--- config.mk ---
export PLATFORM = sky130hd
export DESIGN_NAME = lap_tagged_ring_channel_top
export DESIGN_NICKNAME = d
export VERILOG_FILES = /design/src/design/ltrc_pkg.sv /design/src/design/ltrc_ram.sv /design/src/design/ltrc_engine.sv /design/src/design/lap_tagged_ring_channel_top.sv
export SDC_FILE = /design/constraint.sdc
export NUM_CORES = 2
export LEC_CHECK = 0
export ABC_AREA = 1
export CAP_MARGIN = 30
export CORE_UTILIZATION = 55
export CTS_CLUSTER_DIAMETER = 30
export CTS_CLUSTER_SIZE = 40
export DETAILED_ROUTE_END_ITERATION = 6
export DONT_BUFFER_PORTS = 1
export PLACE_DENSITY = 0.67
export SKIP_CTS_REPAIR_TIMING = 1
export SLEW_MARGIN = 10
export SYNTH_ARGS = -nofsm -noshare
export SYNTH_HDL_FRONTEND = slang
export SYNTH_HIERARCHICAL = 1
export SYNTH_SLANG_ARGS = --single-unit
--- constraint.sdc ---
create_clock -name clk -period 9.2 [get_ports clk]
set_input_delay 0.46 -clock clk [delete_from_list [all_inputs] [get_ports clk]]
set_output_delay 0.46 -clock clk [all_outputs]
set_load 0.01 [all_outputs]
--- src/design/ltrc_pkg.sv ---
// ----------------------------------------------------------------------------
// ltrc_pkg
// Types, codes and default sizes shared by the lap-tagged ring channel.
// ----------------------------------------------------------------------------
package ltrc_pkg;

	localparam int DEPTH_DEFAULT      = 16;
	localparam int DATA_WIDTH_DEFAULT = 32;

	localparam int LAP_W  = 32;
	localparam int CAP_W  = 5;
	localparam int CMD_W  = 2;
	localparam int STAT_W = 2;
	localparam int WORD_W = 32;

	localparam logic [CAP_W-1:0] CAPACITY_RESET = 5'd16;

	// Command codes; code 3 is ignored.
	localparam logic [CMD_W-1:0] CMD_SEND  = 2'd0;
	localparam logic [CMD_W-1:0] CMD_RECV  = 2'd1;
	localparam logic [CMD_W-1:0] CMD_CLOSE = 2'd2;

	// Status codes.
	localparam logic [STAT_W-1:0] ST_OK     = 2'd0;
	localparam logic [STAT_W-1:0] ST_BLOCK  = 2'd1;
	localparam logic [STAT_W-1:0] ST_CLOSED = 2'd2;

	localparam logic [LAP_W-1:0] HEAD_LAP_RESET = 32'd1;
	localparam logic [LAP_W-1:0] LAP_WRAP_STEP  = 32'd2;

	typedef struct packed {
		logic [CMD_W-1:0]  command;
		logic [WORD_W-1:0] data_in;
	} cmd_t;

	typedef struct packed {
		logic [STAT_W-1:0] status;
		logic [WORD_W-1:0] data_out;
	} rsp_t;

endpackage

--- src/design/ltrc_ram.sv ---
// ----------------------------------------------------------------------------
// ltrc_ram
// Simple dual-port synchronous RAM, one write and one registered read port.
// ----------------------------------------------------------------------------
module ltrc_ram #(
	parameter int WIDTH = 32,
	parameter int DEPTH = 16,
	parameter int AW    = 4
) (
	input  logic             clk,
	input  logic             we,
	input  logic [AW-1:0]    waddr,
	input  logic [WIDTH-1:0] wdata,
	input  logic             re,
	input  logic [AW-1:0]    raddr,
	output logic [WIDTH-1:0] rdata
);

	logic [WIDTH-1:0] mem [DEPTH];
	logic [WIDTH-1:0] rdata_q;

	always_ff @(posedge clk) begin
		if (we) begin
			mem[waddr] <= wdata;
		end
	end

	// The read word holds until the next read is issued.
	always_ff @(posedge clk) begin
		if (re) begin
			rdata_q <= mem[raddr];
		end
	end

	assign rdata = rdata_q;

endmodule

--- src/design/ltrc_engine.sv ---
// ----------------------------------------------------------------------------
// ltrc_engine
// Sequencer: clears the lap memory, then reads a slot, checks its lap and
// writes it back, keeping the head and tail pointers and the result register.
// ----------------------------------------------------------------------------
module ltrc_engine import ltrc_pkg::*; #(
	parameter int DEPTH      = DEPTH_DEFAULT,
	parameter int DATA_WIDTH = DATA_WIDTH_DEFAULT,
	parameter int AW         = 4
) (
	input  logic                  clk,
	input  logic                  arst_n,
	input  logic [CAP_W-1:0]      capacity,
	input  logic                  cmd_valid,
	output logic                  cmd_ready,
	input  cmd_t                  cmd,
	output logic                  rsp_valid,
	input  logic                  rsp_ready,
	output rsp_t                  rsp,
	output logic                  lap_we,
	output logic [AW-1:0]         lap_waddr,
	output logic [LAP_W-1:0]      lap_wdata,
	output logic                  mem_re,
	output logic [AW-1:0]         mem_raddr,
	input  logic [LAP_W-1:0]      lap_rdata,
	output logic                  data_we,
	output logic [DATA_WIDTH-1:0] data_wdata,
	input  logic [DATA_WIDTH-1:0] data_rdata
);

	localparam int CW = (AW + 1 > CAP_W) ? AW + 1 : CAP_W;

	typedef enum logic [1:0] {
		S_CLEAR,
		S_IDLE,
		S_EXEC
	} state_t;

	state_t            state_q;
	logic [AW-1:0]     clr_q;
	logic [AW-1:0]     tail_pos_q;
	logic [AW-1:0]     head_pos_q;
	logic [LAP_W-1:0]  tail_lap_q;
	logic [LAP_W-1:0]  head_lap_q;
	logic              closed_q;
	logic              rsp_valid_q;
	rsp_t              rsp_q;
	cmd_t              cmd_s1;
	logic [AW-1:0]     addr_s1;

	logic              is_send;
	logic              is_recv;
	logic              lap_hit;
	logic              moves;
	logic              done;
	logic [LAP_W-1:0]  exp_lap;
	logic [CW-1:0]     cap_min;
	logic [CW-1:0]     cap_use;
	logic              wrap;
	logic [AW-1:0]     pos_next;
	rsp_t              rsp_d;

	assign cmd_ready = (state_q == S_IDLE);
	assign mem_re    = cmd_valid && cmd_ready;
	assign mem_raddr = (cmd.command == CMD_RECV) ? head_pos_q : tail_pos_q;

	assign is_send = (cmd_s1.command == CMD_SEND);
	assign is_recv = (cmd_s1.command == CMD_RECV);
	assign exp_lap = is_send ? tail_lap_q : head_lap_q;
	assign lap_hit = (lap_rdata == exp_lap);
	assign moves   = (is_send || is_recv) && !closed_q && lap_hit;
	assign done    = (state_q == S_EXEC) && (!rsp_valid_q || rsp_ready);

	// Slots in use, clamped to one and to the built depth.
	assign cap_min = (capacity == '0) ? CW'(1) : CW'(capacity);
	assign cap_use = (cap_min > CW'(DEPTH)) ? CW'(DEPTH) : cap_min;
	assign wrap     = (CW'(addr_s1) + CW'(1)) >= cap_use;
	assign pos_next = wrap ? '0 : addr_s1 + AW'(1);

	always_comb begin
		rsp_d.status   = ST_OK;
		rsp_d.data_out = '0;
		if (is_send || is_recv) begin
			if (closed_q) begin
				rsp_d.status = ST_CLOSED;
			end else if (!lap_hit) begin
				rsp_d.status = ST_BLOCK;
			end else if (is_recv) begin
				rsp_d.data_out = WORD_W'(data_rdata);
			end
		end
	end

	assign lap_we     = (state_q == S_CLEAR) || (done && moves);
	assign lap_waddr  = (state_q == S_CLEAR) ? clr_q : addr_s1;
	assign lap_wdata  = (state_q == S_CLEAR) ? '0 : lap_rdata + LAP_W'(1);
	assign data_we    = done && moves && is_send;
	assign data_wdata = DATA_WIDTH'(cmd_s1.data_in);

	always_ff @(posedge clk or negedge arst_n) begin
		if (!arst_n) begin
			state_q     <= S_CLEAR;
			clr_q       <= '0;
			tail_pos_q  <= '0;
			head_pos_q  <= '0;
			tail_lap_q  <= '0;
			head_lap_q  <= HEAD_LAP_RESET;
			closed_q    <= 1'b0;
			rsp_valid_q <= 1'b0;
		end else begin
			if (rsp_valid_q && rsp_ready && !done) begin
				rsp_valid_q <= 1'b0;
			end
			unique case (state_q)
				S_CLEAR: begin
					clr_q <= clr_q + AW'(1);
					if (clr_q == AW'(DEPTH - 1)) begin
						state_q <= S_IDLE;
					end
				end
				S_IDLE: begin
					if (cmd_valid) begin
						state_q <= S_EXEC;
					end
				end
				S_EXEC: begin
					if (done) begin
						state_q     <= S_IDLE;
						rsp_valid_q <= 1'b1;
						if (cmd_s1.command == CMD_CLOSE) begin
							closed_q <= 1'b1;
						end
						if (moves && is_send) begin
							tail_pos_q <= pos_next;
							if (wrap) begin
								tail_lap_q <= tail_lap_q + LAP_WRAP_STEP;
							end
						end
						if (moves && is_recv) begin
							head_pos_q <= pos_next;
							if (wrap) begin
								head_lap_q <= head_lap_q + LAP_WRAP_STEP;
							end
						end
					end
				end
				default: begin
					state_q <= S_CLEAR;
				end
			endcase
		end
	end

	// Payload registers carry no reset.
	always_ff @(posedge clk) begin
		if (mem_re) begin
			cmd_s1  <= cmd;
			addr_s1 <= mem_raddr;
		end
		if (done) begin
			rsp_q <= rsp_d;
		end
	end

	assign rsp_valid = rsp_valid_q;
	assign rsp       = rsp_q;

endmodule

--- src/design/lap_tagged_ring_channel_top.sv ---
// ----------------------------------------------------------------------------
// lap_tagged_ring_channel_top
// Bounded ring-buffer channel whose slots carry a lap tag; takes send,
// receive and close commands and answers each with one status word.
// ----------------------------------------------------------------------------
//
//  Channel | Direction | Handshake                 | Word
//  --------+-----------+---------------------------+---------------------------
//  cmd     | in        | cmd_valid / cmd_ready     | cmd_t: command, data_in
//  rsp     | out       | rsp_valid / rsp_ready     | rsp_t: status, data_out
//  cfg     | in        | cfg_we, no back-pressure  | capacity (5 bits)
//
// Each command first reads the slot's lap and data from the slot memories,
// then checks the lap, writes the slot back and loads the result register.
// That read-then-write-back of each slot sets the rate, and it also keeps a
// following command from seeing a stale slot. After reset a clearing pass
// zeroes the lap memory, with cmd_ready held low. A waiting result does not
// stop the next command from being taken; that command then holds in its
// check and write-back step until the result register is free.
//
module lap_tagged_ring_channel_top import ltrc_pkg::*; #(
	parameter int DEPTH      = DEPTH_DEFAULT,
	parameter int DATA_WIDTH = DATA_WIDTH_DEFAULT
) (
	input  logic             clk,
	input  logic             arst_n,
	input  logic             cfg_we,
	input  logic [CAP_W-1:0] cfg_wdata,
	input  logic             cmd_valid,
	output logic             cmd_ready,
	input  cmd_t             cmd,
	output logic             rsp_valid,
	input  logic             rsp_ready,
	output rsp_t             rsp
);

	// Slot index width; a single-slot ring still uses a one-bit index.
	localparam int AW = (DEPTH > 1) ? $clog2(DEPTH) : 1;

	logic [CAP_W-1:0]      capacity_q;
	logic                  lap_we;
	logic [AW-1:0]         lap_waddr;
	logic [LAP_W-1:0]      lap_wdata;
	logic                  mem_re;
	logic [AW-1:0]         mem_raddr;
	logic [LAP_W-1:0]      lap_rdata;
	logic                  data_we;
	logic [DATA_WIDTH-1:0] data_wdata;
	logic [DATA_WIDTH-1:0] data_rdata;

	// The capacity register is written as it stands; clamping to the range
	// of slots in use happens where the pointers advance.
	always_ff @(posedge clk or negedge arst_n) begin
		if (!arst_n) begin
			capacity_q <= CAPACITY_RESET;
		end else if (cfg_we) begin
			capacity_q <= cfg_wdata;
		end
	end

	// Lap tags: cleared after reset by the engine's sweep.
	ltrc_ram #(
		.WIDTH (LAP_W),
		.DEPTH (DEPTH),
		.AW    (AW)
	) u_lap_ram (
		.clk   (clk),
		.we    (lap_we),
		.waddr (lap_waddr),
		.wdata (lap_wdata),
		.re    (mem_re),
		.raddr (mem_raddr),
		.rdata (lap_rdata)
	);

	// Slot data: never cleared, since a slot is only received after a send
	// has written it and raised its lap to match the head.
	ltrc_ram #(
		.WIDTH (DATA_WIDTH),
		.DEPTH (DEPTH),
		.AW    (AW)
	) u_data_ram (
		.clk   (clk),
		.we    (data_we),
		.waddr (lap_waddr),
		.wdata (data_wdata),
		.re    (mem_re),
		.raddr (mem_raddr),
		.rdata (data_rdata)
	);

	ltrc_engine #(
		.DEPTH      (DEPTH),
		.DATA_WIDTH (DATA_WIDTH),
		.AW         (AW)
	) u_engine (
		.clk        (clk),
		.arst_n     (arst_n),
		.capacity   (capacity_q),
		.cmd_valid  (cmd_valid),
		.cmd_ready  (cmd_ready),
		.cmd        (cmd),
		.rsp_valid  (rsp_valid),
		.rsp_ready  (rsp_ready),
		.rsp        (rsp),
		.lap_we     (lap_we),
		.lap_waddr  (lap_waddr),
		.lap_wdata  (lap_wdata),
		.mem_re     (mem_re),
		.mem_raddr  (mem_raddr),
		.lap_rdata  (lap_rdata),
		.data_we    (data_we),
		.data_wdata (data_wdata),
		.data_rdata (data_rdata)
	);

endmodule

# After elaboration in Yosys (flattened, before gate mapping)

Memory sizes are Yosys's and may differ from the RTL's. A register that Yosys moved wholly into a read port is not among the register bits.
Index checks and enable logic that the tools add are counted.

Add/sub/neg operators: 6
Equal/unequal tests: 10
Reductions and logical operators: 27
Multiplexer cells: 20
Order comparisons: 2
Bitwise operators: 3

Operators by type and width:

| cell                  | number |
|---|---|
| $add 32x2->32 const B | 2 |
| $mux 32               | 2 |
| $add 32x1->32 const B | 1 |
| $eq 32x32->1          | 1 |
| $mux 4                | 3 |
| $reduce_and 3->1      | 4 |
| $logic_and 1x1->1     | 10 |
| $mux 5                | 2 |
| $add 4x1->4 const B   | 2 |
| $mux 1                | 8 |
| $mux 2                | 4 |
| $reduce_and 4->1      | 2 |
| $eq 2x1->1 const B    | 3 |
| $pmux 2 s3            | 1 |
| $add 4x1->5 const B   | 1 |
| $ge 5x5->1            | 1 |
| $gt 5x5->1 const B    | 1 |
| $logic_not 5->1       | 1 |
| $eq 2x2->1 const B    | 2 |
| $eq 4x4->1 const B    | 1 |
| $logic_not 2->1       | 2 |
| $ne 2x2->1 const B    | 2 |
| $reduce_or 4->1       | 1 |
| $logic_not 1->1       | 3 |
| 4 further kinds       | 8 |

Logic and storage cells: 85
Memories: 2
Flip-flop bits (word level): 157
Input bits: 44
Memory bits (writable): 1024
Output and inout port bits: 36

Memories:

| name           | depth | width | rd ports | clocked after Yosys merged registers in | write ports | line           | RTL |
|---|---|---|---|---|---|---|---|
| u_data_ram.mem | 16    | 32    | 1        | 1                                       | 1           | ltrc_ram.sv:19 | `logic [WIDTH-1:0] mem [DEPTH];` |
| u_lap_ram.mem  | 16    | 32    | 1        | 1                                       | 1           | ltrc_ram.sv:19 |  |

# Longest topological paths before layout

Word-level depth: 8
Mapped depth: 19
Depth with buffers taken out: 17

# Modules after synthesis

The synthesis kept the hierarchy.

By module, submodules not included:

| module                      | cells an instance | area an instance (µm²) | seq. area each (µm²) | instances |
|---|---|---|---|---|
| ltrc_ram                    | 2120              | 23050.9                | 16335.7              | 2 |
| ltrc_engine                 | 1445              | 10114.7                | 4113.9               | 1 |
| lap_tagged_ring_channel_top | 21                | 186.4                  | 126.4                | 1 |

# Worst setup path before layout

No wires, ideal clock.

Path type: register to register
Start point: register u_engine.state_q[0]
End point: register u_data_ram.rdata_q[0], in the netlist u_data_ram/rdata[0], read port of u_data_ram.mem (enable)
Required time: 8.636 ns
Setup time: 0.564 ns
Cell stages (with the launch flop): 5
Setup slack: 3.687 ns
Path buffers: 0
Period minus slack after synthesis: 5.513 ns
Arrival: 4.949 ns
Cells stage by stage: dfrtp_1 -> inv_1 -> nor2_1 -> inv_1 -> nor2_1

Word-level cells in the longest chain between the ends: 2

RTL lines:

| element                | line                              | RTL |
|---|---|---|
| start, declared        | ltrc_engine.sv:39                 | `state_t state_q;` |
| start signal, assigned | ltrc_engine.sv:102                | `state_q <= S_CLEAR;` |
| start signal, assigned | ltrc_engine.sv:118                | `state_q <= S_IDLE;` |
| start signal, assigned | ltrc_engine.sv:123                | `state_q <= S_EXEC;` |
| $eq 2x1->1             | ltrc_engine.sv:63                 | `assign cmd_ready = (state_q == S_IDLE);` |
| net cmd_ready          | lap_tagged_ring_channel_top.sv:30 | `output logic cmd_ready,` |
| $logic_and 1x1->1      | ltrc_engine.sv:64                 | `assign mem_re = cmd_valid && cmd_ready;` |
| net mem_re             | lap_tagged_ring_channel_top.sv:44 | `logic mem_re;` |
| end, declared          | ltrc_ram.sv:20                    | `logic [WIDTH-1:0] rdata_q;` |

The timed path passes the listed nets, and every way through them passes these cells.
A chain may end at the register's enable or synchronous reset.

# Worst setup path in the final report

Start point: register u_engine/cmd_s1[32] (netlist bit)
End point: memory u_lap_ram.mem[14][27] (enable)

Word-level cells in the longest chain between the ends: 8
Elaborated cells between the ends (all ways): 11
Those cells by class: 2 x eq/ne; 3 x mux; 6 x reduce/logical

RTL lines:

| element                                                  | line                                 | RTL |
|---|---|---|
| start, declared                                          | ltrc_engine.sv:48                    | `cmd_t cmd_s1;` |
| start signal, assigned                                   | ltrc_engine.sv:157                   | `cmd_s1 <= cmd;` |
| $logic_not 2->1 / $eq 2x1->1 (equally long branches)     | ltrc_engine.sv:67, ltrc_engine.sv:68 |  |
| $mux 32 / $logic_or 1x1->1 (equally long branches)       | ltrc_engine.sv:69, ltrc_engine.sv:71 |  |
| $eq 32x32->1 / $logic_and 1x1->1 (equally long branches) | ltrc_engine.sv:70, ltrc_engine.sv:71 |  |
| $logic_and 1x1->1 (*)                                    | ltrc_engine.sv:71                    | `assign moves = (is_send \|\| is_recv) && !closed_q && lap_hit;` |
| $logic_and 1x1->1 (*)                                    | ltrc_engine.sv:94                    | `assign lap_we = (state_q == S_CLEAR) \|\| (done && moves);` |
| $logic_or 1x1->1 (*)                                     | ltrc_engine.sv:94                    |  |
| net lap_we                                               | lap_tagged_ring_channel_top.sv:41    | `logic lap_we;` |
| $mux 1 (*)                                               | ltrc_ram.sv:23                       | `if (we) begin` |
| $mux 1 (not written as such) (*)                         | ltrc_ram.sv:24                       | `mem[waddr] <= wdata;` |
| end, declared                                            | ltrc_ram.sv:19                       |  |

The timed path passes the listed nets; every way through them passes the cells marked *.

==> results.sh <==
export IMPL_outcome="finished with violations"
export IMPL_violations="DRC"
export IMPL_cts_h_tree_depth=4
export IMPL_wl_met2_mm=65.7
export IMPL_worst_r2r_cell_count=19
export IMPL_core_region_area_um2=102000
export IMPL_p_seq_share_pct=42.0
export IMPL_antenna_left=0
export IMPL_nNetsFinal=5848
export IMPL_clockRootBuffer="clkbuf_16"
export IMPL_clock_insertion_delay_worst_skew_ns=0.81
export IMPL_worst_r2r_setup_slack_ns=4.02
export IMPL_global_route_wire_length_before_repair_mm=221
export IMPL_synth_top_cells_by_area="edfxtp_1 (62%), nand2_1 (12%), nand3_1 (7.9%)"
export IMPL_fillCellCount=7707
export IMPL_timing_max_slew_rel_slack_pct=31.7
export IMPL_cp_start_kind="flop"
export IMPL_end_kind="flop"
export IMPL_wl_mm=146
export IMPL_worstPathMaxFanout=73
export IMPL_die_h_um=322
export IMPL_yosys_cell_count_top_type="nand2_1"
export IMPL_mappedNetlistNets=5760
export IMPL_routedLengthMet1_mm=63.0
export IMPL_peakVddDrop_mv=0.216
export IMPL_cts_inserted_buffers=236
export IMPL_remaining_drc_errors=2
export IMPL_critical_path_reg2reg_endpoint="u_lap_ram/mem[14][27]"
export IMPL_p_clk_share_pct=48.1
export IMPL_crit_path_end="u_lap_ram/mem[14][27]"
export IMPL_io_pin_count=80
export IMPL_drt_first_pass_iters=7
export IMPL_number_of_global_route_vias_before_repair=38000
export IMPL_crit_path_launch="u_engine/cmd_s1[32]"
export IMPL_synth_edff_count=1160
export IMPL_met3WireLength_mm=13.6
export IMPL_initial_utilization_pct=55.4
export IMPL_final_hold_violation_count=0
export IMPL_skew_final_ns=0.0439
export IMPL_clock_fmax_ghz=0.193
export IMPL_cts_sinks=1243
export IMPL_async_flop_share_pct=6.68
export IMPL_cell_area_after_synthesis_um2=56400
export IMPL_power_leakage_nw=28.2
export IMPL_area_growth_pct=17.2
export IMPL_cell_internal_pwr_w=0.0130
export IMPL_yosysUniqueCellTypes=37
export IMPL_groute_usage_overall_pct=28.1
export IMPL_synth_top_cell_area_share_pct=61.8
export IMPL_netSwitchingFraction_pct=25.9
export IMPL_detailedRoute_firstIterationViolations=4216
export IMPL_fin_setup_tns_ns=0
export IMPL_power_net_switching_w=0.00453
export IMPL_share_comb_of_total_power_pct=9.9
export IMPL_crit_arrival_ns=5.64
export IMPL_final_min_period_over_clock_period_pct=56.3
export IMPL_gr_total_overflow=0
export IMPL_count_of_vias_placed_by_the_detailed_router=39500
export IMPL_pin_count_of_the_biggest_net_entering_global_routing=194
export IMPL_timing_max_transition_violations_final=0
export IMPL_holdCritPathClass="in2async"
export IMPL_post_synth_cell_area_avg_um2=9.88
export IMPL_die_area_um2=104000
export IMPL_worst_slew_pin_transition_ns=1.02
export IMPL_syn_inst=5706
export IMPL_yosys_top_cells_count="nand2_1 (1865), edfxtp_1 (1160), inv_1 (950)"
export IMPL_synth_yosys_seq_area_share_pct=65.4
export IMPL_dp_final_hpwl_mm=83.7
export IMPL_netlist_top_cell_by_area="edfxtp_1"
export IMPL_cap_violations=0
export IMPL_worst_r2r_startpoint="u_engine/cmd_s1[32]"
export IMPL_final_layout_size_suffix_gt1_share_pct=8.93
export IMPL_synthesis_yosys_warnings=6
export IMPL_antennaDiodeCount=0
export IMPL_cts_tree="yes"
export IMPL_buffer_ports_inserted=0
export IMPL_cp_required_ns=9.66
export IMPL_viasPerCell=5.36
export IMPL_row_count=117
export IMPL_top_layer_used="met5"
export IMPL_ys_seq_elements=1243
export IMPL_setup_violations_final=0
export IMPL_finalCriticalPeriod_ns=5.18
export IMPL_setup_repair_after_global_routing_missed_its_margin="no"
export IMPL_number_of_antenna_violations_at_the_first_check_in_global_routing=1
export IMPL_clock_transition_at_path_regs_ns=0.05
export IMPL_final_hold_worst_slack_ns=0.291
export IMPL_cellPowerDensity_nw_per_um2=265
export IMPL_criticalPathCategory="reg2reg"
export IMPL_finalWeightedCongestion=0.900
export IMPL_ys_flop_type="edfxtp_1"
export IMPL_floorplan_die_width_um=322
export IMPL_wl_per_cell_um=19.8
export IMPL_clockBufferDepth=3
[layout make-up]
| class | count | area (µm²) | area share (%) |
|---|---|---|---|
| sequential | 1243 | 36900 | 55.8 |
| multi-input combinational | 3209 | 14300 | 21.7 |
| clock buffer | 262 | 6070 | 9.18 |
| inverter | 966 | 3640 | 5.51 |
| clock inverter | 183 | 1900 | 2.87 |
| tap | 1368 | 1710 | 2.59 |
| timing repair buffer | 138 | 1570 | 2.37 |
[per-stage QoR]
stage / setup WS [ns] / cells / instance area (µm²) / util (%) / power (W)
6_report: 4.02 / 7369 / 66100 / 65.0 / 0.0175
3_5_place_dp: 3.84 / 6875 / 57600 / 56.6 / 0.00912
3_3_place_gp: 3.79 / 6848 / 57100 / 56.1 / 0.00904
2_1_floorplan: 3.69 / 5706 / 56400 / - / 0.00830
5_1_grt: 3.68 / 7369 / 66100 / 65.0 / 0.0181
4_1_cts: 3.80 / 7320 / 65500 / 64.4 / 0.0175
[kinds of logic (layout without fill, tap and decap cells)]
kind of cell,count (synthesis),in the layout,synth area share (%)
buffers and inverters,1254,1549,9.74
DFF,1243,1243,65.4
adders and majority gates,10,10,0.222
xor gates and xnor gates,65,65,1.01
AOI/OAI and AO/OA,49,49,0.481
muxes,4,4,0.0799
and+or+nand+nor,3081,3081,23.0
[how the worst min path moves through the flow]
stage,start,to,slack [ns],depth (start not counted)
global placement,arst_n,u_engine/tail_lap_q[21],0.17,0
detailed placement,arst_n,u_engine/tail_lap_q[26],0.17,0
CTS,arst_n,u_engine/head_lap_q[24],-0.69,0
floorplan,arst_n,capacity_q[0],0.16,0
finish,arst_n,u_engine/head_lap_q[27],0.29,2
global route,cmd[19],u_engine/data_wdata[19],0.27,1
[critical path, cell delays in order (launching register included)]
cell and delay, ns:
edfxtp_1 0.35, buf_4 0.29, nor2_4 0.62, buf_16 0.25, nand2_1 0.07, nand3_1 0.13
nand2_1 0.07, clkinv_1 0.04, nand2_1 0.04, nor2_1 0.15, nand2_1 0.09, nor2_1 0.11
nand2_1 0.09, nor2_4 0.07, buf_4 0.60, nand2_1 0.10, nand2_1 0.20, nand3_1 0.37
nor2_4 0.66, buf_4 0.47
[power groups by stage]
stage,clock [W],combinational (W),sequential (W)
finish,0.00842,0.00173,0.00736
global route,0.00877,0.00188,0.00740
CTS,0.00851,0.00167,0.00736
detailed placement,0,0.00166,0.00746
global placement,0,0.00160,0.00745
floorplan,0,0.000964,0.00733
[registers in the layout, indices dropped and copies added, names as in the netlist, 2 cells and up]
register and flops:
u_engine/head_pos_q 4, u_engine/data_wdata 32, capacity_q 5, u_data_ram/rdata 32
u_engine/cmd_s1 2, u_data_ram/mem 512, u_engine/clr_q 4, u_engine/addr_s1 4
u_engine/rsp 34, u_lap_ram/mem 512, u_engine/head_lap_q 31, u_engine/tail_lap_q 31
u_engine/tail_pos_q 4, u_engine/state_q 2, u_lap_ram/rdata 32
[cell usage in the layout, fill, tap and decap left out, types with 36 or more instances in the layout]
cell           synthesis  final
buf_4                 49     68
clkbuf_16              0    239
clkinv_1               8     49
clkinv_2               0     51
dfrtp_1               82     82
dlygate4sd3_1          0     43
edfxtp_1            1160   1160
inv_1                950    947
nand2_1             1865   1864
nand3_1              886    886
nand4_1               63     63
nor2_1               189    152
nor2_4                 2     36
nor3_1                46     46
xor2_1                60     60
[layer usage]
layer	vias to the layer above	global-route usage (%)
met5	-	0
met3	231	6.13
met1	18900	40.5
li1	18700	-
met4	2	9.88
met2	1702	42.3
Power figures use the tool's default switching activity.
